$ cat src/rtl/core/sfdm_pkg.sv
// Shared types, constants and coefficient tables for the six-channel
// FIR / delay mixer. No dependencies.
package sfdm_pkg;

  localparam int DEF_DELAY_DEPTH  = 32768;
  localparam int DEF_CHANNELS     = 6;
  localparam int DEF_SAMPLE_WIDTH = 24;

  localparam int MAX_CH     = 6;
  localparam int CH_W       = 3;
  localparam int TAPS       = 31;
  localparam int TAP_W      = 5;
  localparam int GAIN_W     = 17;
  localparam int LEN_W      = 15;
  localparam int CFG_IDX_W  = 4;
  localparam int CFG_DATA_W = 15;

  localparam logic signed [GAIN_W-1:0] GL_PRE  = 17'sd53270;
  localparam logic signed [GAIN_W-1:0] GL_POST = 17'sd57079;
  localparam logic signed [GAIN_W-1:0] GR_PRE  = 17'sd52057;
  localparam logic signed [GAIN_W-1:0] GR_POST = 17'sd50742;

  // register indexes
  localparam logic [CFG_IDX_W-1:0] CFG_EN_MASK   = 4'd0;
  localparam logic [CFG_IDX_W-1:0] CFG_DLY_MASK  = 4'd1;
  localparam logic [CFG_IDX_W-1:0] CFG_DLY_SEL   = 4'd2;
  localparam logic [CFG_IDX_W-1:0] CFG_FIR_SEL   = 4'd3;
  localparam logic [CFG_IDX_W-1:0] CFG_IN_COUNT  = 4'd4;
  localparam logic [CFG_IDX_W-1:0] CFG_DLY_SHORT = 4'd5;
  localparam logic [CFG_IDX_W-1:0] CFG_DLY_MED   = 4'd6;
  localparam logic [CFG_IDX_W-1:0] CFG_DLY_LONG  = 4'd7;
  localparam logic [CFG_IDX_W-1:0] CFG_NUM_REGS  = 4'd8;

  // delay select codes
  localparam logic [1:0] DSEL_NONE  = 2'd0;
  localparam logic [1:0] DSEL_SHORT = 2'd1;
  localparam logic [1:0] DSEL_MED   = 2'd2;
  localparam logic [1:0] DSEL_LONG  = 2'd3;

  // half of each symmetric 31-tap set, center tap last
  localparam int COEF_HALF [4][16] = '{
    '{-192, -189, -164, -108, -9, 148, 380, 709, 1157, 1752, 2522, 3497, 4706, 6178,
      7936, 8889},
    '{-69, -112, -164, -222, -277, -310, -293, -184, 80, 579, 1421, 2735, 4668, 7377,
      11006, 13067},
    '{16, 10, -8, -45, -106, -196, -305, -405, -435, -277, 261, 1463, 3715, 7483,
      13252, 16696},
    '{6, 12, 19, 23, 15, -21, -103, -244, -429, -578, -481, 281, 2409, 6904, 14950,
      20012}
  };

  typedef enum logic [4:0] {
    ST_IDLE, ST_PRE_L, ST_PRE_R, ST_PRE_W, ST_CH_SEL,
    ST_DLY_WR, ST_DLY_RD, ST_DLY_WAIT, ST_DLY_ST,
    ST_FIR_CHK, ST_FIR_WR, ST_FIR_TAP, ST_DRAIN1, ST_DRAIN2,
    ST_FIR_RND, ST_FIR_POST, ST_RP_ST, ST_OUT
  } state_t;

  typedef enum logic [1:0] {
    MUL_LPRE, MUL_RPRE, MUL_DPOST, MUL_RPOST
  } mul_sel_t;

  typedef struct packed {
    logic             in_load;
    logic [CH_W-1:0]  ch;
    mul_sel_t         mul_sel;
    logic             st_lpre;
    logic             st_rpre;
    logic             lp_pass;
    logic             st_lp;
    logic             dly_wr;
    logic             dly_rd;
    logic             fir_wr;
    logic             tap_rd;
    logic [TAP_W-1:0] tap;
    logic             fir_rnd;
    logic             st_rp;
    logic             rp_zero;
    logic             out_load;
    logic             out_last;
  } cmd_t;

  typedef struct packed {
    logic out_free;
  } stat_t;

endpackage

$ cat src/rtl/core/sfdm_ctrl.sv
// Sequencer for the mixer: walks the channels and steps the datapath.
// Depends on sfdm_pkg.
module sfdm_ctrl #(
  parameter int CHANNELS = sfdm_pkg::DEF_CHANNELS
) (
  input  logic                        clk,
  input  logic                        rst_n,
  input  logic                        in_valid,
  output logic                        in_stall,
  input  logic                        clr,
  input  logic [sfdm_pkg::MAX_CH-1:0] en_mask,
  input  logic [sfdm_pkg::MAX_CH-1:0] dly_mask,
  input  logic                        right_on,
  input  sfdm_pkg::stat_t             stat,
  output sfdm_pkg::cmd_t              cmd
);

  localparam int CW = $clog2(CHANNELS + 1);
  localparam logic [sfdm_pkg::MAX_CH-1:0] CH_MASK =
    sfdm_pkg::MAX_CH'((1 << CHANNELS) - 1);

  sfdm_pkg::state_t state_r, state_nxt;
  logic [CW-1:0] ch_r, ch_nxt;
  logic [sfdm_pkg::TAP_W-1:0] tap_r, tap_nxt;
  logic [sfdm_pkg::MAX_CH-1:0] en_eff, upper;
  logic [sfdm_pkg::CH_W-1:0] chx;
  logic is_last;

  assign en_eff   = en_mask & CH_MASK;
  assign chx      = sfdm_pkg::CH_W'(ch_r);
  assign upper    = en_eff >> (chx + 3'd1);
  assign is_last  = (upper == '0);
  assign in_stall = (state_r != sfdm_pkg::ST_IDLE) || clr;

  always_ff @(posedge clk) begin
    if (!rst_n) begin
      state_r <= sfdm_pkg::ST_IDLE;
      ch_r    <= '0;
      tap_r   <= '0;
    end else begin
      state_r <= state_nxt;
      ch_r    <= ch_nxt;
      tap_r   <= tap_nxt;
    end
  end

  always_comb begin
    state_nxt    = state_r;
    ch_nxt       = ch_r;
    tap_nxt      = tap_r;
    cmd          = '0;
    cmd.ch       = chx;
    cmd.tap      = tap_r;
    cmd.mul_sel  = sfdm_pkg::MUL_LPRE;
    case (state_r)
      sfdm_pkg::ST_IDLE: begin
        if (in_valid && !clr) begin
          cmd.in_load = 1'b1;
          ch_nxt      = '0;
          state_nxt   = sfdm_pkg::ST_PRE_L;
        end
      end
      sfdm_pkg::ST_PRE_L: begin
        cmd.mul_sel = sfdm_pkg::MUL_LPRE;
        state_nxt   = sfdm_pkg::ST_PRE_R;
      end
      sfdm_pkg::ST_PRE_R: begin
        cmd.mul_sel = sfdm_pkg::MUL_RPRE;
        cmd.st_lpre = 1'b1;
        state_nxt   = sfdm_pkg::ST_PRE_W;
      end
      sfdm_pkg::ST_PRE_W: begin
        cmd.st_rpre = 1'b1;
        state_nxt   = sfdm_pkg::ST_CH_SEL;
      end
      sfdm_pkg::ST_CH_SEL: begin
        if (ch_r == CW'(CHANNELS)) begin
          state_nxt = sfdm_pkg::ST_IDLE;
        end else if (!en_eff[chx]) begin
          ch_nxt = ch_r + 1'b1;
        end else if (dly_mask[chx]) begin
          state_nxt = sfdm_pkg::ST_DLY_WR;
        end else begin
          cmd.lp_pass = 1'b1;
          state_nxt   = sfdm_pkg::ST_FIR_CHK;
        end
      end
      sfdm_pkg::ST_DLY_WR: begin
        cmd.dly_wr = 1'b1;
        state_nxt  = sfdm_pkg::ST_DLY_RD;
      end
      sfdm_pkg::ST_DLY_RD: begin
        cmd.dly_rd = 1'b1;
        state_nxt  = sfdm_pkg::ST_DLY_WAIT;
      end
      sfdm_pkg::ST_DLY_WAIT: begin
        cmd.mul_sel = sfdm_pkg::MUL_DPOST;
        state_nxt   = sfdm_pkg::ST_DLY_ST;
      end
      sfdm_pkg::ST_DLY_ST: begin
        cmd.st_lp = 1'b1;
        state_nxt = sfdm_pkg::ST_FIR_CHK;
      end
      sfdm_pkg::ST_FIR_CHK: begin
        if (right_on) begin
          state_nxt = sfdm_pkg::ST_FIR_WR;
        end else begin
          cmd.rp_zero = 1'b1;
          state_nxt   = sfdm_pkg::ST_OUT;
        end
      end
      sfdm_pkg::ST_FIR_WR: begin
        cmd.fir_wr = 1'b1;
        tap_nxt    = '0;
        state_nxt  = sfdm_pkg::ST_FIR_TAP;
      end
      sfdm_pkg::ST_FIR_TAP: begin
        cmd.tap_rd = 1'b1;
        if (tap_r == sfdm_pkg::TAP_W'(sfdm_pkg::TAPS - 1)) begin
          state_nxt = sfdm_pkg::ST_DRAIN1;
        end else begin
          tap_nxt = tap_r + 1'b1;
        end
      end
      sfdm_pkg::ST_DRAIN1: state_nxt = sfdm_pkg::ST_DRAIN2;
      sfdm_pkg::ST_DRAIN2: state_nxt = sfdm_pkg::ST_FIR_RND;
      sfdm_pkg::ST_FIR_RND: begin
        cmd.fir_rnd = 1'b1;
        state_nxt   = sfdm_pkg::ST_FIR_POST;
      end
      sfdm_pkg::ST_FIR_POST: begin
        cmd.mul_sel = sfdm_pkg::MUL_RPOST;
        state_nxt   = sfdm_pkg::ST_RP_ST;
      end
      sfdm_pkg::ST_RP_ST: begin
        cmd.st_rp = 1'b1;
        state_nxt = sfdm_pkg::ST_OUT;
      end
      sfdm_pkg::ST_OUT: begin
        if (stat.out_free) begin
          cmd.out_load = 1'b1;
          cmd.out_last = is_last;
          ch_nxt       = ch_r + 1'b1;
          state_nxt    = sfdm_pkg::ST_CH_SEL;
        end
      end
      default: state_nxt = sfdm_pkg::ST_IDLE;
    endcase
  end

endmodule

$ cat config.mk
export PLATFORM = sky130hd
export DESIGN_NAME = sfdm_ctrl
export DESIGN_NICKNAME = d
export VERILOG_FILES = /design/src/rtl/core/sfdm_pkg.sv /design/src/rtl/core/sfdm_ctrl.sv
export SDC_FILE = /design/constraint.sdc
export NUM_CORES = 1
export LEC_CHECK = 0
export ABC_AREA = 1
export BUFFER_PORTS_ARGS = -buffer_cell sky130_fd_sc_hd__buf_2
export CAP_MARGIN = 20
export CELL_PAD_IN_SITES_DETAIL_PLACEMENT = 1
export CELL_PAD_IN_SITES_GLOBAL_PLACEMENT = 1
export CORE_ASPECT_RATIO = 1.5
export CORE_UTILIZATION = 33
export CTS_CLUSTER_DIAMETER = 60
export CTS_CLUSTER_SIZE = 40
export DETAILED_ROUTE_END_ITERATION = 8
export PLACE_DENSITY_LB_ADDON = 0.05
export SYNTH_ARGS = -nofsm -noshare
export SYNTH_HDL_FRONTEND = slang
export SYNTH_SLANG_ARGS = --single-unit
$ cat constraint.sdc
create_clock -name clk -period 2 [get_ports clk]
set_input_delay 0 -clock clk [delete_from_list [all_inputs] [get_ports clk]]
set_output_delay 0 -clock clk [all_outputs]
set_load 0.03 [all_outputs]
==> impl_metrics.json, run 1 <==
{
  "crit_buf_inv": 2,
  "period_minus_slack_ns": 1.80,
  "cap_violations": 0,
  "grt_pass1_wl_mm": 6.19,
  "postCtsSetupBuffers": 0,
  "worstSkewPairLatency_ns": 0.25,
  "drt_iter0_drc": 15,
  "slew-limit-headroom": 0.747,
  "sw_frac_of_total": 0.495,
  "hold_viol": 0,
  "power.total_mw": 1.47,
  "slowest_delay_ns": 0.41,
  "async_flop_share": 0,
  "multiInputGateArea_sq_um": 846,
  "p_int_mw": 0.741,
  "grt_use_met1": 0.218,
  "crit_chain": "inv_2, nand2_4, nor2_4, nand2_2, nor2_2, nand3_1, a21oi_1, buf_2",
  "cp.arrival_ns": 1.80,
  "combPwrFrac": 0.600,
  "grt_overflow": 0,
  "place.gp.congestion": 0.843,
  "n_antenna_cell": 0,
  "io_pins": 43,
  "synth_edf_count": 0,
  "place_area_sq_um": 1540,
  "wirelength_mm": 3.78,
  "fin_area_sq_um": 1590,
  "fin_cells": 299,
  "syn_area_per_cell_sq_um": 6.08,
  "use_met2": 0.375,
  "cts_resized": 0,
  "most-common-layout-cells": "45 x nand2_1, 42 x buf_2, 36 x inv_1",
  "via_count": 1452,
  "cts_root_buffer": "clkbuf_8",
  "hold_buffers": 0,
  "dieHeight_microns": 78.0,
  "drc_errors": 0,
  "cp-end-kind": "output port",
  "rows": 27,
  "pwr-share-clk": 0.162,
  "final_util": 0.432,
  "cp_max_fo": 7,
  "cp_top_family": "simple AND/OR/NAND/NOR gates",
  "synth.distinct_cells": 30,
  "antenna_found_initial": 0,
  "holdCritPathClass": "in2reg",
  "syn2layout_area_growth_pct": 25.1,
  "worst_pin_slew_ns": 0.380,
  "synth_flop_cell": "dfxtp_1",
  "tns_ns": 0,
  "regArea_sq_um": 260,
  "firstDrtPassIters": 4,
  "synth_seq_cells": 13,
  "drt-vias-per-instance": 4.86,
  "status": "completed",
  "syn-cell-area_sq_um": 1270,
  "drtAntennaViolNets": 0,
  "htree_levels": 1,
  "peakVddDrop_mv": 0.490,
  "final_common_cell": "nand2_1",
  "pwr-share-seq": 0.238,
  "placed_cells": 295,
  "rsz0062_at_grt": "no",
  "die_w_microns": 52.7,
  "p_sw_mw": 0.727,
  "p_leak_nw": 0.963,
  "clk_pin_slew_ns": 0.06,
  "clock.fmax_mhz": 556,
  "first_global_vias": 1463,
  "wl_per_cell_microns": 12.6,
  "fin_ws_ns": 0.201,
  "fill_cells": 558,
  "post-dp-hpwl_mm": 3.27,
  "numCtsBuffers": 3,
  "top_usage_layer": "met2",
  "slew_viol_final": 0,
  "start_util": 0.345,
  "yosys_warnings": 0,
  "crit_path_top_delay_cell": "dfxtp_1",
  "ys_seq_area_frac": 0.205,
  "p_per_area_nw_per_um2": 924,
  "critical_path_class": "reg2out",
  "critPathLaunchType": "register",
  "cts_sinks": 13,
  "cts_buffer_depth": 2,
  "track_usage": 0.198,
  "required_ns": 2.00,
  "die_area_sq_um": 4110,
  "setup_violations": 0,
  "hold-worst-slack_ns": 0.0460,
  "synth_cells": 209,
  "fp.coreArea_sq_um": 3680,
  "port_buffers": 42,
  "dpl_worst_slack_ns": 0.379,
  "timing.final.crit_share": 0.899,
  "tritoncts": "done",
  "drive_above_1_share": 0.301,
  "use_met3": 0.0176,
  "mappedNetlistNets": 231,
  "finalNetCount": 279,
  "grt_max_degree": 12,
  "skew_ns": 0.00495
}
cells by family (layout without fill, tap and decap cells):
logic type                 count (synthesis)  count (layout)  share of synthesized area
buffers and inverters                     42              89                      0.129
and+or+nand+nor                          121             121                      0.490
adders and majority gates                  4               4                     0.0394
AOI/OAI and AO/OA                         28              28                      0.130
xor gates and xnor gates                   1               1                    0.00690
DFF                                       13              13                      0.205
power by group through the flow:
stage / Sequential (mW) / Combinational, mW / Clock, mW
2_1_floorplan: 0.377 / 0.651 / 0
3_3_place_gp: 0.354 / 0.890 / 0
3_5_place_dp: 0.356 / 0.895 / 0
4_1_cts: 0.350 / 0.899 / 0.248
5_1_grt: 0.357 / 0.991 / 0.251
6_report: 0.349 / 0.881 / 0.238
cell usage after synthesis, types with 2 or more instances:
cell type,number,share of area
nand2_2,8,0.039
or2_2,2,0.0099
ha_1,4,0.039
nand2_4,2,0.018
inv_2,3,0.0089
nand3_1,24,0.095
a211oi_1,3,0.018
nor2_2,5,0.025
inv_1,36,0.11
nor2_1,21,0.062
o211ai_1,2,0.012
nor2_4,6,0.053
dfxtp_1,13,0.20
nand2_1,45,0.13
a21oi_1,11,0.043
o21ai_0,8,0.032
nand4_1,3,0.015
cell type report:
type	count	area share
Sequential cell	13	0.164
Inverter	41	0.100
Clock buffer	4	0.0283
Timing Repair Buffer	44	0.142
Tap cell	43	0.0339
Multi-Input combinational cell	154	0.532
final timing paths:
kind | startpoint | endpoint | slack, ns | cells after the start
max | state_r[4] | cmd[15] | 0.20 | 8
min | rst_n | state_r[4] | 0.05 | 3
max reg2reg | tap_r[0] | tap_r[1] | 0.39 | 9
min reg2reg | tap_r[4] | tap_r[4] | 0.50 | 2
worst reg2reg max path, delay by kind of cell (launching register included):
family	cells	cell delay [ns]
compound gates	2	0.27
simple gates	4	0.60
fa+ha+maj	1	0.16
flops	1	0.32
buf+inv	2	0.21
sequential cells by signal, indices dropped and copies added (netlist names):
signal   cells
state_r      5
tap_r        5
ch_r         3
metal layers:
metal	up-vias	wire length, microns
li1	760	-
met4	0	74
met5	-	0
met2	30	2010
met3	7	92
met1	655	1600
(Power assumes the default switching activity.)
==> run 2: changes to the inputs <==
CELL_PAD_IN_SITES_DETAIL_PLACEMENT = 0   (was 1)
==> run 2 against run 1 <==
Against the previous run: sequential share of layout area unchanged; via count is 0.14% higher; utilization is the same; first-iteration DRC count unchanged; register-to-register slack better by 0.02 ns; clock power is 3% lower; sequential power hardly changed; final cell count did not move; maximum frequency up 1.0%.
==> impl_metrics.json, run 2 (synthesis results as in run 1) <==
{
  "crit-reg2reg-launch": "tap_r[0]",
  "rsz0062_at_grt": "no",
  "wirelength_mm": 3.51,
  "whs_path_depth": 3,
  "drc_errors": 0,
  "worst_pin_slew_ns": 0.378,
  "final_util": 0.432,
  "clock.fmax_mhz": 562,
  "combPwrFrac": 0.601,
  "p_sw_mw": 0.720,
  "cp_max_fo": 7,
  "hold_buffers": 0,
  "skew_ns": 0.00417,
  "track_usage": 0.181,
  "timing.final.crit_share": 0.890,
  "placed_cells": 295,
  "tns_ns": 0,
  "top_regs": "state_r (5), tap_r (5), ch_r (3)",
  "htree_levels": 1,
  "clk_pin_slew_ns": 0.06,
  "fin_cells": 299,
  "p_leak_nw": 0.963,
  "regArea_sq_um": 260,
  "drtAntennaViolNets": 0,
  "p_int_mw": 0.740,
  "place_area_sq_um": 1540,
  "required_ns": 2.00,
  "reg2reg_depth": 8,
  "cp_top_family": "simple AND/OR/NAND/NOR gates",
  "slew_viol_final": 0,
  "grt_overflow": 0,
  "antenna_found_initial": 0,
  "most-common-layout-cells": "45 x nand2_1, 42 x buf_2, 36 x inv_1",
  "cp-end-kind": "output port",
  "cts_buffer_depth": 2,
  "io_pins": 43,
  "drt_iter0_drc": 15,
  "final_common_cell": "nand2_1",
  "pwr-share-seq": 0.240,
  "n_antenna_cell": 0,
  "fp.coreArea_sq_um": 3680,
  "slew-limit-headroom": 0.748,
  "start_util": 0.345,
  "cp.arrival_ns": 1.78,
  "port_buffers": 42,
  "die_w_microns": 52.7,
  "rows": 27,
  "period_minus_slack_ns": 1.78,
  "crit_path_top_delay_cell": "dfxtp_1",
  "critical_path_class": "reg2out",
  "via_count": 1454,
  "critPathLaunchType": "register",
  "sw_frac_of_total": 0.493,
  "dieHeight_microns": 78.0,
  "setup_violations": 0,
  "cap_violations": 0,
  "peakVddDrop_mv": 0.439,
  "post-dp-hpwl_mm": 2.93,
  "die_area_sq_um": 4110,
  "r2r_slack_ns": 0.41,
  "syn2layout_area_growth_pct": 25.1,
  "slowest_delay_ns": 0.40,
  "worstSkewPairLatency_ns": 0.24,
  "grt_max_degree": 12,
  "p_per_area_nw_per_um2": 919,
  "hold_end": "ch_r[2]",
  "multiInputGateArea_sq_um": 846,
  "fill_cells": 447,
  "place.gp.congestion": 0.843,
  "drive_above_1_share": 0.301,
  "drt-vias-per-instance": 4.86,
  "cts_root_buffer": "clkbuf_8",
  "firstDrtPassIters": 4,
  "hold_viol": 0,
  "crit_buf_inv": 2,
  "finalNetCount": 279,
  "cts_sinks": 13,
  "tritoncts": "done",
  "hp-start": "rst_n",
  "grt_pass1_wl_mm": 5.66,
  "pwr-share-clk": 0.159,
  "status": "completed",
  "numCtsBuffers": 3,
  "r2r-end": "tap_r[1]",
  "wl_per_cell_microns": 11.7,
  "first_global_vias": 1319,
  "power.total_mw": 1.46,
  "cts_resized": 0,
  "postCtsSetupBuffers": 0,
  "holdCritPathClass": "in2reg",
  "fin_area_sq_um": 1590,
  "crit_chain": "inv_2, nand2_4, nor2_4, nand2_2, nor2_2, nand3_1, a21oi_1, buf_2"
}
## run 2: per-layer routing
| layer | track usage | up-vias | routed length [microns] |
|---|---|---|---|
| met4 | 0.0395 | 0 | 22 |
| met5 | 0 | - | 0 |
| met1 | 0.215 | 649 | 1450 |
| met2 | 0.333 | 40 | 1880 |
| met3 | 0.0196 | 4 | 162 |
| li1 | - | 761 | - |
## run 2: cell type report
cell class                      instances  area share
Clock buffer                            4      0.0283
Timing Repair Buffer                   44       0.142
Inverter                               41       0.100
Sequential cell                        13       0.164
Multi-Input combinational cell        154       0.532
Tap cell                               43      0.0339
## run 2: how the worst max path moves through the flow
stage / startpoint / endpoint / cells after the start
floorplan: ch_r[0] / cmd[15] / 7
global placement: state_r[3] / ch_r[0] / 8
detailed placement: tap_r[0] / tap_r[1] / 8
CTS: state_r[4] / cmd[15] / 8
global route: state_r[4] / cmd[15] / 8
finish: state_r[4] / cmd[15] / 8
## run 2: worst reg2reg max path, stage by stage (launching register included)
cell      delay, ns
dfxtp_1        0.32
inv_1          0.11
ha_1           0.16
nand3_1        0.08
nor2_1         0.29
nor2_8         0.09
nor2_4         0.15
clkinv_4       0.09
o211a_1        0.20
## run 2: power groups by stage
stage	Combinational (mW)	Clock (mW)	Sequential (mW)
final	0.878	0.232	0.350
after global placement	0.890	0	0.354
after global routing	0.978	0.249	0.357
after CTS	0.887	0.242	0.350
after floorplan	0.651	0	0.377
after detailed placement	0.881	0	0.355
## run 2: through the flow
step / hold slack (ns) / setup WS (ns)
after floorplan: 0.0976 / 0.127
after global placement: 0.295 / 0.400
after detailed placement: 0.310 / 0.405
after CTS: 0.0495 / 0.233
after global routing: 0.0650 / 0.0702
final: 0.0519 / 0.219
==> run 3: changes to the inputs <==
CORE_UTILIZATION = 29   (was 33)
MAX_ROUTING_LAYER = met4   (was default)
==> run 3 against run 2 <==
Against the previous run: sequential power about the same; register-to-register slack worse by 0.02 ns; flip-flop and latch count unchanged; clock skew down 0.0014 ns; die area up 13%; setup slack better by 0.038 ns; via count down 0.96%.
==> impl_metrics.json, run 3 (synthesis results as in run 1) <==
{
  "wl_per_cell_microns": 12.0,
  "rows": 29,
  "post-dp-hpwl_mm": 3.08,
  "critical_path_class": "reg2out",
  "holdCritPathClass": "in2reg",
  "finalNetCount": 279,
  "io_pins": 43,
  "setup_violations": 0,
  "rsz0062_at_grt": "no",
  "n_antenna_cell": 0,
  "cts_buffer_depth": 2,
  "period_minus_slack_ns": 1.74,
  "tns_ns": 0,
  "syn2layout_area_growth_pct": 25.4,
  "clock.fmax_mhz": 574,
  "htree_levels": 1,
  "multiInputGateArea_sq_um": 846,
  "postCtsSetupBuffers": 0,
  "drtAntennaViolNets": 0,
  "antenna_found_initial": 0,
  "slew_viol_final": 0,
  "fill_cells": 477,
  "worst_pin_slew_ns": 0.371,
  "fin_cells": 302,
  "cp.arrival_ns": 1.74,
  "slowest_delay_ns": 0.39,
  "die_area_sq_um": 4650,
  "crit_chain": "inv_2, nand2_4, nor2_4, nand2_2, nor2_2, nand3_1, a21oi_1, buf_2",
  "cp_top_family": "simple AND/OR/NAND/NOR gates",
  "required_ns": 2.00,
  "p_per_area_nw_per_um2": 917,
  "grt_overflow": 0,
  "firstDrtPassIters": 4,
  "drc_errors": 0,
  "final_util": 0.378,
  "p_leak_nw": 0.963,
  "drt_iter0_drc": 66,
  "dieHeight_microns": 83.1,
  "numCtsBuffers": 3,
  "cts_resized": 0,
  "skew_ns": 0.00277,
  "drt-vias-per-instance": 4.77,
  "first_global_vias": 1503,
  "slew-limit-headroom": 0.752,
  "cp-end-kind": "output port",
  "place.gp.congestion": 0.827,
  "top_regs": "state_r (5), tap_r (5), ch_r (3)",
  "hold_viol": 0,
  "tritoncts": "done",
  "timing.final.crit_share": 0.871,
  "cp_max_fo": 7,
  "grt_pass1_wl_mm": 6.25,
  "cts_root_buffer": "clkbuf_8",
  "worstSkewPairLatency_ns": 0.24,
  "die_w_microns": 56.0,
  "regArea_sq_um": 260,
  "final_common_cell": "nand2_1",
  "grt_max_degree": 11,
  "fp.coreArea_sq_um": 4210,
  "port_buffers": 42,
  "drive_above_1_share": 0.301,
  "cap_violations": 0,
  "status": "completed",
  "crit_path_top_delay_cell": "dfxtp_1",
  "placed_cells": 298,
  "wirelength_mm": 3.64,
  "cts_sinks": 13,
  "hold_buffers": 0,
  "track_usage": 0.168,
  "critPathLaunchType": "register",
  "via_count": 1440,
  "most-common-layout-cells": "45 x nand2_1, 42 x buf_2, 36 x inv_1",
  "crit_buf_inv": 2,
  "peakVddDrop_mv": 0.361,
  "start_util": 0.302,
  "clk_pin_slew_ns": 0.05
}
run 3: final cells by class:
cell class / instances / area share
Multi-Input combinational cell: 154 / 0.531
Timing Repair Buffer: 44 / 0.141
Clock buffer: 4 / 0.0283
Sequential cell: 13 / 0.163
Tap cell: 46 / 0.0361
Inverter: 41 / 0.0998
run 3: report_power, final:
part	switching, mW	internal [mW]
Combinational	0.579	0.302
Clock	0.0879	0.140
Sequential	0.0535	0.299
run 3: worst register-to-register path: stages (launching register included):
cell and delay [ns]:
dfxtp_1 0.32, inv_1 0.11, ha_1 0.16, nand3_1 0.07
nor2_1 0.29, nor2_8 0.08, nor2_4 0.16, clkinv_4 0.10
o211a_1 0.21
run 3: final timing paths:
kind	startpoint	endpoint	slack (ns)	depth (start not counted)
max reg2reg	tap_r[0]	tap_r[1]	0.39	8
max	state_r[4]	cmd[15]	0.26	8
min reg2reg	tap_r[4]	tap_r[4]	0.49	2
min	rst_n	ch_r[0]	0.05	3
run 3: metal layers:
layer  track usage  up-vias  share of wire  wire [microns]
met2         0.316       35           0.54            1960
met5             -        -              0               0
li1              -      760              -               -
met4        0.0510        0          0.020              74
met3        0.0109        8          0.036             131
met1         0.183      637           0.40            1470
run 3: stage by stage:
stage / power, mW / hold slack [ns] / worst slack [ns] / area (sq um)
6_report: 1.46 / 0.0528 / 0.257 / 1590
5_1_grt: 1.61 / 0.0560 / 0.0581 / 1590
4_1_cts: 1.49 / 0.0526 / 0.240 / 1590
3_5_place_dp: 1.25 / 0.312 / 0.403 / 1550
3_3_place_gp: 1.25 / 0.297 / 0.375 / 1550
2_1_floorplan: 1.03 / 0.0976 / 0.127 / 1270
